<file path="config.mk">
export PLATFORM = sky130hd
export DESIGN_NAME = adts_frame_deframer_core_flat
export DESIGN_NICKNAME = d
export VERILOG_FILES = /design/src/rtl/core/adts_pkg.sv /design/src/rtl/core/adts_if.sv /design/src/rtl/core/adts_parse.sv /design/src/rtl/core/adts_fifo.sv /design/src/rtl/core/adts_frame_deframer_core.sv /design/src/flat_wrapper.sv
export SDC_FILE = /design/constraint.sdc
export NUM_CORES = 1
export LEC_CHECK = 0
export BUFFER_PORTS_ARGS = -buffer_cell sky130_fd_sc_hd__buf_2
export CAP_MARGIN = 20
export CORE_ASPECT_RATIO = 0.6
export CORE_UTILIZATION = 35
export CTS_CLUSTER_SIZE = 28
export DETAILED_ROUTE_END_ITERATION = 6
export PLACE_DENSITY = 0.57
export SKIP_CTS_REPAIR_TIMING = 1
export SYNTH_ARGS = -nofsm -noshare
export SYNTH_HDL_FRONTEND = slang
export SYNTH_SLANG_ARGS = --single-unit
</file>
<file path="constraint.sdc">
create_clock -name clk -period 15.5 [get_ports clk]
set_clock_uncertainty 0.05 [all_clocks]
set_input_delay 3.875 -clock clk [delete_from_list [all_inputs] [get_ports clk]]
set_output_delay 3.875 -clock clk [all_outputs]
set_load 0.02 [all_outputs]
</file>
<file path="src/rtl/core/adts_pkg.sv">
// Shared types, codes and tables for the ADTS deframer.
package adts_pkg;

  localparam logic [1:0] KIND_PAYLOAD = 2'd0;
  localparam logic [1:0] KIND_DONE    = 2'd1;
  localparam logic [1:0] KIND_EOS     = 2'd2;

  localparam logic [12:0] MAX_PAYLOAD_RESET = 13'd8191;
  localparam logic [12:0] POS_SAT           = 13'd8191;
  localparam logic [19:0] USEC_PER_SEC      = 20'd1000000;

  // result queue
  localparam int RQ_DEPTH = 4;
  localparam int RQ_AW    = 2;
  localparam int RQ_CW    = 3;

  typedef struct packed {
    logic [1:0]  kind;
    logic [7:0]  payload_byte;
    logic [12:0] payload_size;
    logic [12:0] truncated_bytes;
    logic [1:0]  stream_profile;
    logic [3:0]  rate_index;
    logic [2:0]  channel_count;
    logic [15:0] audio_config;
    logic [17:0] duration_us;
    logic [31:0] time_sec;
    logic [19:0] time_usec;
  } adts_result_t;

  typedef struct packed {
    logic first;   // res0 is pushed
    logic second;  // res1 is pushed behind it
  } adts_push_t;

  // 1024 samples over the sampling rate, in microseconds (truncated)
  function automatic logic [17:0] adts_duration(input logic [3:0] sfi);
    logic [17:0] d;
    case (sfi)
      4'd0:    d = 18'd10666;
      4'd1:    d = 18'd11609;
      4'd2:    d = 18'd16000;
      4'd3:    d = 18'd21333;
      4'd4:    d = 18'd23219;
      4'd5:    d = 18'd32000;
      4'd6:    d = 18'd42666;
      4'd7:    d = 18'd46439;
      4'd8:    d = 18'd64000;
      4'd9:    d = 18'd85333;
      4'd10:   d = 18'd92879;
      4'd11:   d = 18'd128000;
      4'd12:   d = 18'd139319;
      default: d = 18'd0;
    endcase
    return d;
  endfunction

endpackage

</file>
<file path="src/rtl/core/adts_if.sv">
// Stream interfaces: input bytes and result records.
interface adts_in_if;
  logic       valid;
  logic       ready;
  logic [7:0] data_byte;
  logic       buffer_last;

  modport source (output valid, data_byte, buffer_last, input ready);
  modport sink   (input valid, data_byte, buffer_last, output ready);
endinterface

interface adts_out_if;
  logic        valid;
  logic        ready;
  logic [1:0]  kind;
  logic [7:0]  payload_byte;
  logic [12:0] payload_size;
  logic [12:0] truncated_bytes;
  logic [1:0]  stream_profile;
  logic [3:0]  rate_index;
  logic [2:0]  channel_count;
  logic [15:0] audio_config;
  logic [17:0] duration_us;
  logic [31:0] time_sec;
  logic [19:0] time_usec;

  modport source (output valid, kind, payload_byte, payload_size, truncated_bytes,
                  stream_profile, rate_index, channel_count, audio_config,
                  duration_us, time_sec, time_usec, input ready);
  modport sink   (input valid, kind, payload_byte, payload_size, truncated_bytes,
                  stream_profile, rate_index, channel_count, audio_config,
                  duration_us, time_sec, time_usec, output ready);
endinterface

</file>
<file path="src/rtl/core/adts_parse.sv">
// Input register, header decode, stream capture, payload gating and frame records.
module adts_parse (
  input  logic                  clk,
  input  logic                  rst,
  adts_in_if.sink               frame,
  input  logic [12:0]           max_payload,
  input  logic                  room2,
  output adts_pkg::adts_push_t  push,
  output adts_pkg::adts_result_t res0,
  output adts_pkg::adts_result_t res1
);
  import adts_pkg::*;

  // input register
  logic       s_valid;
  logic [7:0] s_byte;
  logic       s_last;

  // per-buffer state
  logic [12:0] pos;
  logic [7:0]  hdr [6];
  logic [12:0] decl;
  logic        crc;

  // stream state
  logic        captured;
  logic [1:0]  prof;
  logic [3:0]  sfi;
  logic [2:0]  chcfg;
  logic [15:0] acfg;
  logic [17:0] dur;
  logic [31:0] csec;
  logic [19:0] cusec;
  logic        started;

  logic        go;
  logic        at6;
  logic [1:0]  prof_h;
  logic [3:0]  sfi_h;
  logic [2:0]  ch_h;
  logic        crc_h;
  logic        hdr_ok;
  logic        cap_now;
  logic [12:0] flen;
  logic [12:0] pay7;
  logic [12:0] pay;
  logic [12:0] decl_eff;
  logic        crc_eff;
  logic [12:0] cap;
  logic [12:0] off;
  logic [12:0] rel;
  logic        emit;
  logic [15:0] acfg_h;
  logic [17:0] dur_h;
  logic [1:0]  prof_eff;
  logic [3:0]  sfi_eff;
  logic [2:0]  ch_eff;
  logic [15:0] acfg_eff;
  logic [17:0] dur_eff;
  logic [20:0] us_sum;
  logic        us_wrap;
  logic [31:0] csec_next;
  logic [19:0] cusec_next;
  adts_result_t rec;
  adts_result_t pl;

  assign go          = s_valid && room2;
  assign frame.ready = !s_valid || room2;

  assign at6    = (pos == 13'd6);
  assign prof_h = hdr[2][7:6];
  assign sfi_h  = hdr[2][5:2];
  assign ch_h   = {hdr[2][0], hdr[3][7:6]};
  assign crc_h  = !hdr[1][0];
  assign hdr_ok = (hdr[0] == 8'hFF) && (hdr[1][7:4] == 4'hF) && (prof_h != 2'd3)
                  && (sfi_h < 4'd13);
  assign cap_now = at6 && !captured && hdr_ok;

  assign flen = {hdr[3][1:0], hdr[4], hdr[5][7:5]};
  assign pay7 = (flen > 13'd7) ? flen - 13'd7 : 13'd0;
  assign pay  = crc_h ? ((pay7 > 13'd2) ? pay7 - 13'd2 : 13'd0) : pay7;

  // the header is decoded on the byte right after it, so use fresh values there
  assign decl_eff = at6 ? pay : decl;
  assign crc_eff  = at6 ? crc_h : crc;
  assign cap      = (decl_eff < max_payload) ? decl_eff : max_payload;
  assign off      = crc_eff ? 13'd9 : 13'd7;
  assign rel      = pos - off;
  assign emit     = (pos >= 13'd7) && (pos >= off) && (rel < cap);

  assign acfg_h   = {3'b000, prof_h + 2'd1, sfi_h[3:1], sfi_h[0], 1'b0, ch_h, 3'b000};
  assign dur_h    = adts_duration(sfi_h);
  assign prof_eff = cap_now ? prof_h : prof;
  assign sfi_eff  = cap_now ? sfi_h : sfi;
  assign ch_eff   = cap_now ? ch_h : chcfg;
  assign acfg_eff = cap_now ? acfg_h : acfg;
  assign dur_eff  = cap_now ? dur_h : dur;

  // duration is under one second, so at most one carry into seconds
  assign us_sum  = {1'b0, cusec} + {3'b000, dur_eff};
  assign us_wrap = (us_sum >= {1'b0, USEC_PER_SEC});
  always_comb begin
    if (!started) begin
      csec_next  = '0;
      cusec_next = '0;
    end else if (us_wrap) begin
      csec_next  = csec + 32'd1;
      cusec_next = 20'(us_sum - {1'b0, USEC_PER_SEC});
    end else begin
      csec_next  = csec;
      cusec_next = us_sum[19:0];
    end
  end

  always_comb begin
    rec = '0;
    if (pos < 13'd6) begin
      rec.kind = KIND_EOS;
    end else begin
      rec.kind            = KIND_DONE;
      rec.payload_size    = cap;
      rec.truncated_bytes = decl_eff - cap;
      rec.stream_profile  = prof_eff;
      rec.rate_index      = sfi_eff;
      rec.channel_count   = (ch_eff == 3'd0) ? 3'd2 : ch_eff;
      rec.audio_config    = acfg_eff;
      rec.duration_us     = dur_eff;
      rec.time_sec        = csec_next;
      rec.time_usec       = cusec_next;
    end
  end

  always_comb begin
    pl              = '0;
    pl.kind         = KIND_PAYLOAD;
    pl.payload_byte = s_byte;
  end

  assign res0        = emit ? pl : rec;
  assign res1        = rec;
  assign push.first  = go && (emit || s_last);
  assign push.second = go && emit && s_last;

  always_ff @(posedge clk) begin
    if (rst) begin
      s_valid  <= 1'b0;
      pos      <= '0;
      decl     <= '0;
      crc      <= 1'b0;
      captured <= 1'b0;
      prof     <= 2'd3;
      sfi      <= '0;
      chcfg    <= '0;
      acfg     <= '0;
      dur      <= '0;
      csec     <= '0;
      cusec    <= '0;
      started  <= 1'b0;
    end else begin
      if (frame.ready) begin
        s_valid <= frame.valid;
      end
      if (go) begin
        if (pos < 13'd6) begin
          hdr[pos[2:0]] <= s_byte;
        end
        if (cap_now) begin
          captured <= 1'b1;
          prof     <= prof_h;
          sfi      <= sfi_h;
          chcfg    <= ch_h;
          acfg     <= acfg_h;
          dur      <= dur_h;
        end
        if (s_last) begin
          pos  <= '0;
          decl <= '0;
          crc  <= 1'b0;
          if (pos >= 13'd6) begin
            started <= 1'b1;
            csec    <= csec_next;
            cusec   <= cusec_next;
          end
        end else begin
          if (at6) begin
            decl <= pay;
            crc  <= crc_h;
          end
          if (pos != POS_SAT) begin
            pos <= pos + 13'd1;
          end
        end
      end
    end
  end

  always_ff @(posedge clk) begin
    if (frame.valid && frame.ready) begin
      s_byte <= frame.data_byte;
      s_last <= frame.buffer_last;
    end
  end

  a_last_gives_record: assert property (@(posedge clk) disable iff (rst)
    (go && s_last) |-> push.first)
    else $error("last byte of a buffer produced no record");

  a_pair_order: assert property (@(posedge clk) disable iff (rst)
    push.second |-> (res0.kind == KIND_PAYLOAD && res1.kind == KIND_DONE))
    else $error("paired results out of order");

  a_pos_cleared: assert property (@(posedge clk) disable iff (rst)
    (go && s_last) |=> (pos == 13'd0))
    else $error("byte position not cleared after buffer end");

endmodule

</file>
<file path="src/rtl/core/adts_fifo.sv">
// Four-entry result queue that takes up to two results per cycle.
module adts_fifo (
  input  logic                   clk,
  input  logic                   rst,
  input  adts_pkg::adts_push_t   push,
  input  adts_pkg::adts_result_t res0,
  input  adts_pkg::adts_result_t res1,
  output logic                   room2,
  adts_out_if.source             result
);
  import adts_pkg::*;

  adts_result_t     mem [RQ_DEPTH];
  logic [RQ_AW-1:0] wp;
  logic [RQ_AW-1:0] rp;
  logic [RQ_CW-1:0] count;
  logic [RQ_CW-1:0] count_next;
  logic             pop;
  adts_result_t     head;

  assign room2 = (count <= RQ_CW'(RQ_DEPTH - 2));
  assign pop   = result.valid && result.ready;
  assign head  = mem[rp];

  assign count_next = count + RQ_CW'(push.first) + RQ_CW'(push.second) - RQ_CW'(pop);

  always_ff @(posedge clk) begin
    if (rst) begin
      wp    <= '0;
      rp    <= '0;
      count <= '0;
    end else begin
      if (push.second) begin
        wp <= wp + RQ_AW'(2);
      end else if (push.first) begin
        wp <= wp + RQ_AW'(1);
      end
      if (pop) begin
        rp <= rp + RQ_AW'(1);
      end
      count <= count_next;
    end
  end

  always_ff @(posedge clk) begin
    if (push.first) begin
      mem[wp] <= res0;
    end
    if (push.second) begin
      mem[wp + RQ_AW'(1)] <= res1;
    end
  end

  assign result.valid           = (count != '0);
  assign result.kind            = head.kind;
  assign result.payload_byte    = head.payload_byte;
  assign result.payload_size    = head.payload_size;
  assign result.truncated_bytes = head.truncated_bytes;
  assign result.stream_profile  = head.stream_profile;
  assign result.rate_index      = head.rate_index;
  assign result.channel_count   = head.channel_count;
  assign result.audio_config    = head.audio_config;
  assign result.duration_us     = head.duration_us;
  assign result.time_sec        = head.time_sec;
  assign result.time_usec       = head.time_usec;

  a_no_overflow: assert property (@(posedge clk) disable iff (rst)
    count <= RQ_CW'(RQ_DEPTH))
    else $error("result queue overflow");

  a_second_needs_first: assert property (@(posedge clk) disable iff (rst)
    push.second |-> push.first)
    else $error("second push without first");

  a_push_shows: assert property (@(posedge clk) disable iff (rst)
    (push.first && count == '0) |=> result.valid)
    else $error("pushed result not presented");

endmodule

</file>
<file path="src/rtl/core/adts_frame_deframer_core.sv">
// Top level of the ADTS frame deframer: config register and datapath.
// Takes one byte per clock on frame and delivers payload bytes, frame-done and
// end-of-stream records on result. A byte passes an input register, is decoded
// and its results enter a four-entry result queue; a result is valid once pushed
// there and can leave at the following edge. Sustained rate is one byte per
// cycle while the queue has room; a frame-ending byte that also carries a payload
// byte yields two results, which leave one after the other; frame.ready goes low
// only while the input register holds a byte and the queue has fewer than two
// free entries. max_payload (reset 8191) is written through cfg_we/cfg_data; the
// user must write it only while no request is in flight; the block won't check.
module adts_frame_deframer_core (
  input  logic        clk,
  input  logic        rst,
  input  logic        cfg_we,
  input  logic [12:0] cfg_data,
  adts_in_if.sink     frame,
  adts_out_if.source  result
);
  import adts_pkg::*;

  logic [12:0]  max_payload;
  logic         room2;
  adts_push_t   push;
  adts_result_t res0;
  adts_result_t res1;

  always_ff @(posedge clk) begin
    if (rst) begin
      max_payload <= MAX_PAYLOAD_RESET;
    end else if (cfg_we) begin
      max_payload <= cfg_data;
    end
  end

  adts_parse u_parse (
    .clk         (clk),
    .rst         (rst),
    .frame       (frame),
    .max_payload (max_payload),
    .room2       (room2),
    .push        (push),
    .res0        (res0),
    .res1        (res1)
  );

  adts_fifo u_fifo (
    .clk    (clk),
    .rst    (rst),
    .push   (push),
    .res0   (res0),
    .res1   (res1),
    .room2  (room2),
    .result (result)
  );

endmodule

</file>
<file path="src/flat_wrapper.sv">
// flat-port wrapper written by rule: the top's interface ports become plain ports
module adts_frame_deframer_core_flat import adts_pkg::*;
  (clk, rst, cfg_we, cfg_data, frame_valid, frame_data_byte, frame_buffer_last, frame_ready, result_valid, result_kind, result_payload_byte, result_payload_size, result_truncated_bytes, result_stream_profile, result_rate_index, result_channel_count, result_audio_config, result_duration_us, result_time_sec, result_time_usec, result_ready);
  adts_in_if frame_i ();
  adts_out_if result_i ();
  input  logic clk;
  input  logic rst;
  input  logic cfg_we;
  input  logic [12:0] cfg_data;
  input wire logic [$bits(frame_i.valid)-1:0] frame_valid;
  input wire logic [$bits(frame_i.data_byte)-1:0] frame_data_byte;
  input wire logic [$bits(frame_i.buffer_last)-1:0] frame_buffer_last;
  output wire logic [$bits(frame_i.ready)-1:0] frame_ready;
  output wire logic [$bits(result_i.valid)-1:0] result_valid;
  output wire logic [$bits(result_i.kind)-1:0] result_kind;
  output wire logic [$bits(result_i.payload_byte)-1:0] result_payload_byte;
  output wire logic [$bits(result_i.payload_size)-1:0] result_payload_size;
  output wire logic [$bits(result_i.truncated_bytes)-1:0] result_truncated_bytes;
  output wire logic [$bits(result_i.stream_profile)-1:0] result_stream_profile;
  output wire logic [$bits(result_i.rate_index)-1:0] result_rate_index;
  output wire logic [$bits(result_i.channel_count)-1:0] result_channel_count;
  output wire logic [$bits(result_i.audio_config)-1:0] result_audio_config;
  output wire logic [$bits(result_i.duration_us)-1:0] result_duration_us;
  output wire logic [$bits(result_i.time_sec)-1:0] result_time_sec;
  output wire logic [$bits(result_i.time_usec)-1:0] result_time_usec;
  input wire logic [$bits(result_i.ready)-1:0] result_ready;
  assign frame_i.valid = frame_valid;
  assign frame_i.data_byte = frame_data_byte;
  assign frame_i.buffer_last = frame_buffer_last;
  assign frame_ready = frame_i.ready;
  assign result_valid = result_i.valid;
  assign result_kind = result_i.kind;
  assign result_payload_byte = result_i.payload_byte;
  assign result_payload_size = result_i.payload_size;
  assign result_truncated_bytes = result_i.truncated_bytes;
  assign result_stream_profile = result_i.stream_profile;
  assign result_rate_index = result_i.rate_index;
  assign result_channel_count = result_i.channel_count;
  assign result_audio_config = result_i.audio_config;
  assign result_duration_us = result_i.duration_us;
  assign result_time_sec = result_i.time_sec;
  assign result_time_usec = result_i.time_usec;
  assign result_i.ready = result_ready;
  adts_frame_deframer_core u_core (.clk(clk), .rst(rst), .cfg_we(cfg_we), .cfg_data(cfg_data), .frame(frame_i), .result(result_i));
endmodule
</file>
# Word-level counts from Yosys, hierarchy flattened
# Memory sizes are Yosys's and may differ from the RTL's. A register that Yosys moved wholly into a read port is not among the register bits.
# Cells that the tools add are included.
dict set report totals {
  mem_count 3
  mem_bits_rw 572
  inputBits 27
  ff_bits 154
  output_inout_bits 133
  rom_bits 288
}
dict set report classes {
  eq_ne 5
  reduce_logical 25
  order_cmp 11
  addsub 15
  n_mux 36
}
# name words width rd rd_ports_with_merged_regs write_ports line
set mem_list {}
lappend mem_list {u_core.u_fifo.mem 4 131 1 1 2 adts_fifo.sv:13} ;# adts_result_t mem [RQ_DEPTH];
lappend mem_list {{(name not given)} 16 18 1 0 0 adts_pkg.sv:39} ;# case (sfi)
lappend mem_list {u_core.u_parse.hdr 6 8 6 0 1 adts_parse.sv:21} ;# logic [7:0] hdr [6];
# operator count
set op_table {}
lappend op_table {{$mux W131} 1}
lappend op_table {{$mux W121} 1}
lappend op_table {{$mux W13} 8}
lappend op_table {{$mux W32} 2}
lappend op_table {{$mux W20} 2}
lappend op_table {{$add A32 B1 Y32 const B} 1}
lappend op_table {{$ge A13 B3 Y1 const B} 2}
lappend op_table {{$lt A13 B13 Y1} 2}
lappend op_table {{$add A20 B18 Y21} 1}
lappend op_table {{$ge A21 B20 Y1 const B} 1}
lappend op_table {{$sub A20 B20 Y20 const B} 1}
lappend op_table {{$mux W18} 1}
lappend op_table {{$mux W16} 1}
lappend op_table {{$add A13 B1 Y13 const B} 1}
lappend op_table {{$eq A13 B3 Y1 const B} 1}
lappend op_table {{$ge A13 B4 Y1} 1}
lappend op_table {{$gt A13 B2 Y1 const B} 1}
lappend op_table {{$gt A13 B3 Y1 const B} 1}
lappend op_table {{$logic_and A1 B1 Y1} 13}
lappend op_table {{$lt A13 B3 Y1 const B} 1}
lappend op_table {{$ne A13 B13 Y1 const B} 1}
lappend op_table {{$sub A13 B13 Y13} 1}
lappend op_table {{$sub A13 B2 Y13 const B} 1}
lappend op_table {{$sub A13 B3 Y13 const B} 1}
lappend op_table {{21 further kinds} 45}

# Logic depth before layout (Yosys ltp)
# An unclocked memory read counts as a cell.
dict set report logic_depth {
  ltp_word 16
  depth_mapped 38
}

# Cells and area by module
# From an unflattened synthesis, not the netlist that was laid out.
dict set report hier_totals {
  hier_cells 3168
  hier_area_um2 39497.9
}
# module cells_per_inst n_inst area_each_um2
set modules_own_cells {}
lappend modules_own_cells {adts_fifo 1322 1 25702.2}
lappend modules_own_cells {adts_parse 1804 1 13291.5}
lappend modules_own_cells {adts_frame_deframer_core 42 1 504.2}

# Least setup slack after synthesis
# Ideal clock, no wire load.
dict set report synth_path {
  kind {register -> register}
  start {memory u_core.u_parse.hdr[4][3]}
  end {memory u_core.u_fifo.mem[1][0] (netlist name), enable pin}
  n_path_buf 6
  arrival_ns 13.078
  path_stages_with_launch 30
  synth_period_minus_slack_ns 13.773
  setup_slack_ns 1.727
  cell_sequence {edfxtp_1 > or4_1 > buf_2 > nor3_1 > nand2_1 > clkbuf_1 > nand2_1 > ha_1 > nand2_1 > or4_1 > a31oi_1 > and2_1 > ha_1 > a21o_1 > a221o_1 > a221oi_1 > and4b_1 > a31o_1 > buf_6 > clkbuf_1 > mux2i_1 > ha_1 > and4_1 > and3_1 > o2111a_1 > a211oi_2 > buf_4 > buf_2 > o21ai_0 > a21oi_1}
}
# element line
set synth_lines {}
lappend synth_lines {{start: declaration} adts_parse.sv:21}
lappend synth_lines {{end: declaration} adts_fifo.sv:13}

==> run summary <==
TritonCTS built the clock tree. In the final layout, the share of cells above drive strength 1 is 0.156. The checks that failed: design-rule violations. The cell chosen for the clock root is sky130_fd_sc_hd__clkbuf_16. The power per unit of standard cell area came out at 123 nW/um2. The number of buffers between clock root and the deepest sink came out at 3.

The port buffer count came out at 159. The number of sinks on the clock net is 715. The width of the chip is 408 um. The via count of the first global-routing pass is 22700. The share of synthesized area in the top cell type comes to 0.464. Dividing the final minimum period by the clock period gives 0.671. The number of DRC violations after detailed-routing iteration 0 came out at 2574.

The placed wire-length estimate is 61100 um. After synthesis, the cell types taking the most area are sky130_fd_sc_hd__edfxtp_1, sky130_fd_sc_hd__dfxtp_1, sky130_fd_sc_hd__mux4_2. The number of flip-flops and latches in the synthesized netlist came out at 715. The wire length of the first global-routing pass is 146000 um. The post-detailed-route DRC marker count is 9.

The routability congestion estimate is 0.852. The analysis attributes to cell leakage a power of 12.9 nW. Setup violations remaining at the end of the flow were counted as 0. After clock tree synthesis, the clock-pin slew on the worst setup and hold paths is 0.06 ns. The initial antenna violation count is 3. The first-pass detailed-route iteration total is 7. At the later pin of the worst-skew pair, clock insertion delay measures 0.64 ns. In the final design database the tool counted 3208 nets. The proportion of register bits with asynchronous set or reset after synthesis is 0. The post-synthesis instance area came out at 34700 um2. Setup repair after global routing left no endpoint under its margin.

The max-cap violation count is 0. The floorplan step defined a die boundary enclosing 100000 um2. The largest net degree at the start of global routing is 124.

The initial standard-cell utilization of the core came out at 0.357. Yosys instantiated no cell more often than sky130_fd_sc_hd__nor2_1. The slowest library cell on the worst path is sky130_fd_sc_hd__a31o_1. The worst setup path is captured at a flop.

In the synthesized netlist, the cells that appear most often are sky130_fd_sc_hd__nor2_1, sky130_fd_sc_hd__edfxtp_1, sky130_fd_sc_hd__nand2_1. The core region is 97100 um2. The synthesized instance count is 3026.

The critical path data arrival time is 10.69 ns. The largest fanout of any net on the critical path came out at 52. STA classifies the critical path startpoint as a flop. The leading register cell type out of synthesis is sky130_fd_sc_hd__edfxtp_1. The largest vdd supply drop came out at 0.0683 mV. The total vias in the final route came out at 24100. The y dimension of the die came out at 246 um. sky130_fd_sc_hd__edfxtp_1 takes more of the synthesized area than any other cell. The final routed wire length divided by cell count came out at 21.4 um. The total wire length after detailed routing came out at 95800 um. The post-route antenna net violation count came out at 0.

The area taken by multi-input logic gates is 13800 um2. The data required time at the worst endpoint came out at 15.79 ns. Summing all flip-flop and latch instances after layout gives 19700 um2.

The longest individual stage delay on the worst path came out at 0.70 ns. The worst-margin pin slew came out at 1.17 ns. The H-tree was split into 3 levels. The number of hold violations in the final report was 0. The minimum hold slack is 0.396 ns. The final total negative setup slack is 0 ns. The number of pins exceeding their max-slew limit in the final report came out at 0. In this run the tightest slew margin relative to its limit is 0.217. The total global-route track usage is 0.189. The clock buffer count from CTS came out at 76. The filler cells instantiated in the layout total 9265. The tightest min-delay check is of the reg -> reg type. The total of warnings raised by yosys came out at 0. The critical path class is reg -> reg. The area growth from synthesis to layout came out at 12.7%. Counting distinct cell types in the post-synthesis netlist gives 86. Each instance of the synthesized netlist takes up on average 11.5 um2.

The count of pins on the block boundary is 160. The proportion of synthesized chip area in sequential cells came out at 0.568. The timing-limited maximum frequency is 96.2 MHz.

The total congestion overflow after global routing came out at 0. The detail-routed via count per cell is 5.38. For the finished layout, the period the worst path requires is 10.40 ns. The number of nets handed over by synthesis was 3134. The run finished, with violations left. The number of flops mapped to enable cells by yosys is 536. The number of cell rows came out at 88.
[kinds of logic (layout without fill, tap and decap cells)]
group                    Yosys count  in the layout  synth area share
adder cells (fa/ha/maj)           82             82            0.0306
buffers and inverters            287            424            0.0379
flip-flops                       715            715             0.568
AND/OR/NAND/NOR                 1218           1218             0.154
other                              0              4                 0
AO/OA/AOI/OAI                    452            452            0.0870
XOR/XNOR                          99             99            0.0250
multiplexers                     173            173            0.0974
[critical path, delay by kind of cell, from the launching register on]
kind / cells / cell delay [ns]
AOI/OAI and AO/OA: 8 / 2.53
and+or+nand+nor: 12 / 3.52
DFF: 1 / 0.56
buffers and inverters: 3 / 1.57
adders and majority gates: 3 / 0.91
muxes: 2 / 0.85
[per-layer routing]
layer / GRT usage / routed length [um] / up-vias
li1: - / - / 11200
met1: 0.304 / 49100 / 12000
met2: 0.250 / 37800 / 752
met3: 0.0475 / 7500 / 108
met4: 0.0362 / 1360 / 2
met5: 0 / 17 / -
[state kept, by name, indices dropped and copies added, names as in the netlist, named ones only]
name / count
u_core.u_parse.dur: 18
u_core.max_payload: 13
u_core.u_parse.chcfg: 3
u_core.u_parse.started: 1
u_core.u_parse.decl: 13
u_core.u_parse.s_valid: 1
u_core.u_parse.s_byte: 8
u_core.u_parse.crc: 1
u_core.u_parse.cusec: 20
u_core.u_parse.captured: 1
u_core.u_fifo.wp: 2
u_core.u_parse.acfg: 16
u_core.u_parse.sfi: 4
u_core.u_fifo.count: 3
u_core.u_parse.pos: 13
u_core.u_fifo.rp: 2
u_core.u_parse.s_last: 1
u_core.u_parse.hdr: 35
u_core.u_parse.csec: 32
u_core.u_fifo.mem: 524
u_core.u_parse.prof: 2
[cell usage in the layout, fill, tap and decap left out, types with 30 or more instances in the layout]
| cell | netlist | layout |
|---|---|---|
| sky130_fd_sc_hd__a21o_1 | 30 | 30 |
| sky130_fd_sc_hd__a22o_1 | 31 | 31 |
| sky130_fd_sc_hd__inv_1 | 79 | 77 |
| sky130_fd_sc_hd__xor2_1 | 52 | 52 |
| sky130_fd_sc_hd__mux2i_1 | 37 | 37 |
| sky130_fd_sc_hd__ha_1 | 76 | 76 |
| sky130_fd_sc_hd__xnor2_1 | 47 | 47 |
| sky130_fd_sc_hd__buf_2 | 19 | 158 |
| sky130_fd_sc_hd__buf_4 | 1 | 41 |
| sky130_fd_sc_hd__o21ai_0 | 103 | 103 |
| sky130_fd_sc_hd__nor4_1 | 35 | 33 |
| sky130_fd_sc_hd__nand2_1 | 289 | 289 |
| sky130_fd_sc_hd__edfxtp_1 | 536 | 536 |
| sky130_fd_sc_hd__nor2_1 | 573 | 573 |
| sky130_fd_sc_hd__dfxtp_1 | 179 | 177 |
| sky130_fd_sc_hd__nor3_1 | 100 | 100 |
| sky130_fd_sc_hd__mux4_2 | 131 | 131 |
| sky130_fd_sc_hd__nand3_1 | 52 | 51 |
| sky130_fd_sc_hd__a21oi_1 | 105 | 103 |
| sky130_fd_sc_hd__clkbuf_16 | 0 | 77 |
| sky130_fd_sc_hd__and2_1 | 40 | 39 |
[path summary, 6_finish.rpt]
check / startpoint / end / slack [ns] / depth (start not counted)
max: u_core.u_parse.hdr[4][0]$_DFFE_PP_ / u_core.u_fifo.mem[3][76]$_DFFE_PP_ / 5.10 / 28
min reg2reg: u_core.u_parse.prof[0]$_SDFFE_PP1P_ / u_core.u_parse.prof[0]$_SDFFE_PP1P_ / 0.40 / 2
max reg2reg: u_core.u_parse.hdr[4][0]$_DFFE_PP_ / u_core.u_fifo.mem[3][76]$_DFFE_PP_ / 5.10 / 28
min: u_core.u_parse.prof[0]$_SDFFE_PP1P_ / u_core.u_parse.prof[0]$_SDFFE_PP1P_ / 0.40 / 2
[stage by stage]
| stage | power (mW) | util | std cells | cell area (um2) | setup slack, ns |
|---|---|---|---|---|---|
| after floorplan | 2.74 | - | 3026 | 34700 | 1.73 |
| after global placement | 3.03 | 0.376 | 4322 | 36500 | 5.45 |
| after detailed placement | 3.03 | 0.376 | 4325 | 36500 | 5.29 |
| after CTS | 4.85 | 0.402 | 4466 | 39000 | 5.23 |
| after global routing | 4.97 | 0.402 | 4469 | 39000 | 4.36 |
| final | 4.79 | 0.402 | 4472 | 39100 | 5.10 |
[report_power, final]
| group | internal (mW) | total [mW] | switching (mW) |
|---|---|---|---|
| clock | 1.04 | 1.82 | 0.783 |
| sequential | 2.10 | 2.15 | 0.0473 |
| combinational | 0.321 | 0.824 | 0.503 |
| total | 3.46 | 4.79 | 1.33 |
[cell type report]
cell class | count | area share
inverters | 81 | 0.00804
clock buffers | 110 | 0.0548
well taps | 1305 | 0.0418
multi-input cells | 2024 | 0.352
flip-flops and latches | 715 | 0.504
clock inverters | 31 | 0.00865
diodes | 4 | 0.000256
repair buffers | 202 | 0.0299
Note: power is estimated with default switching activity, not from simulation.
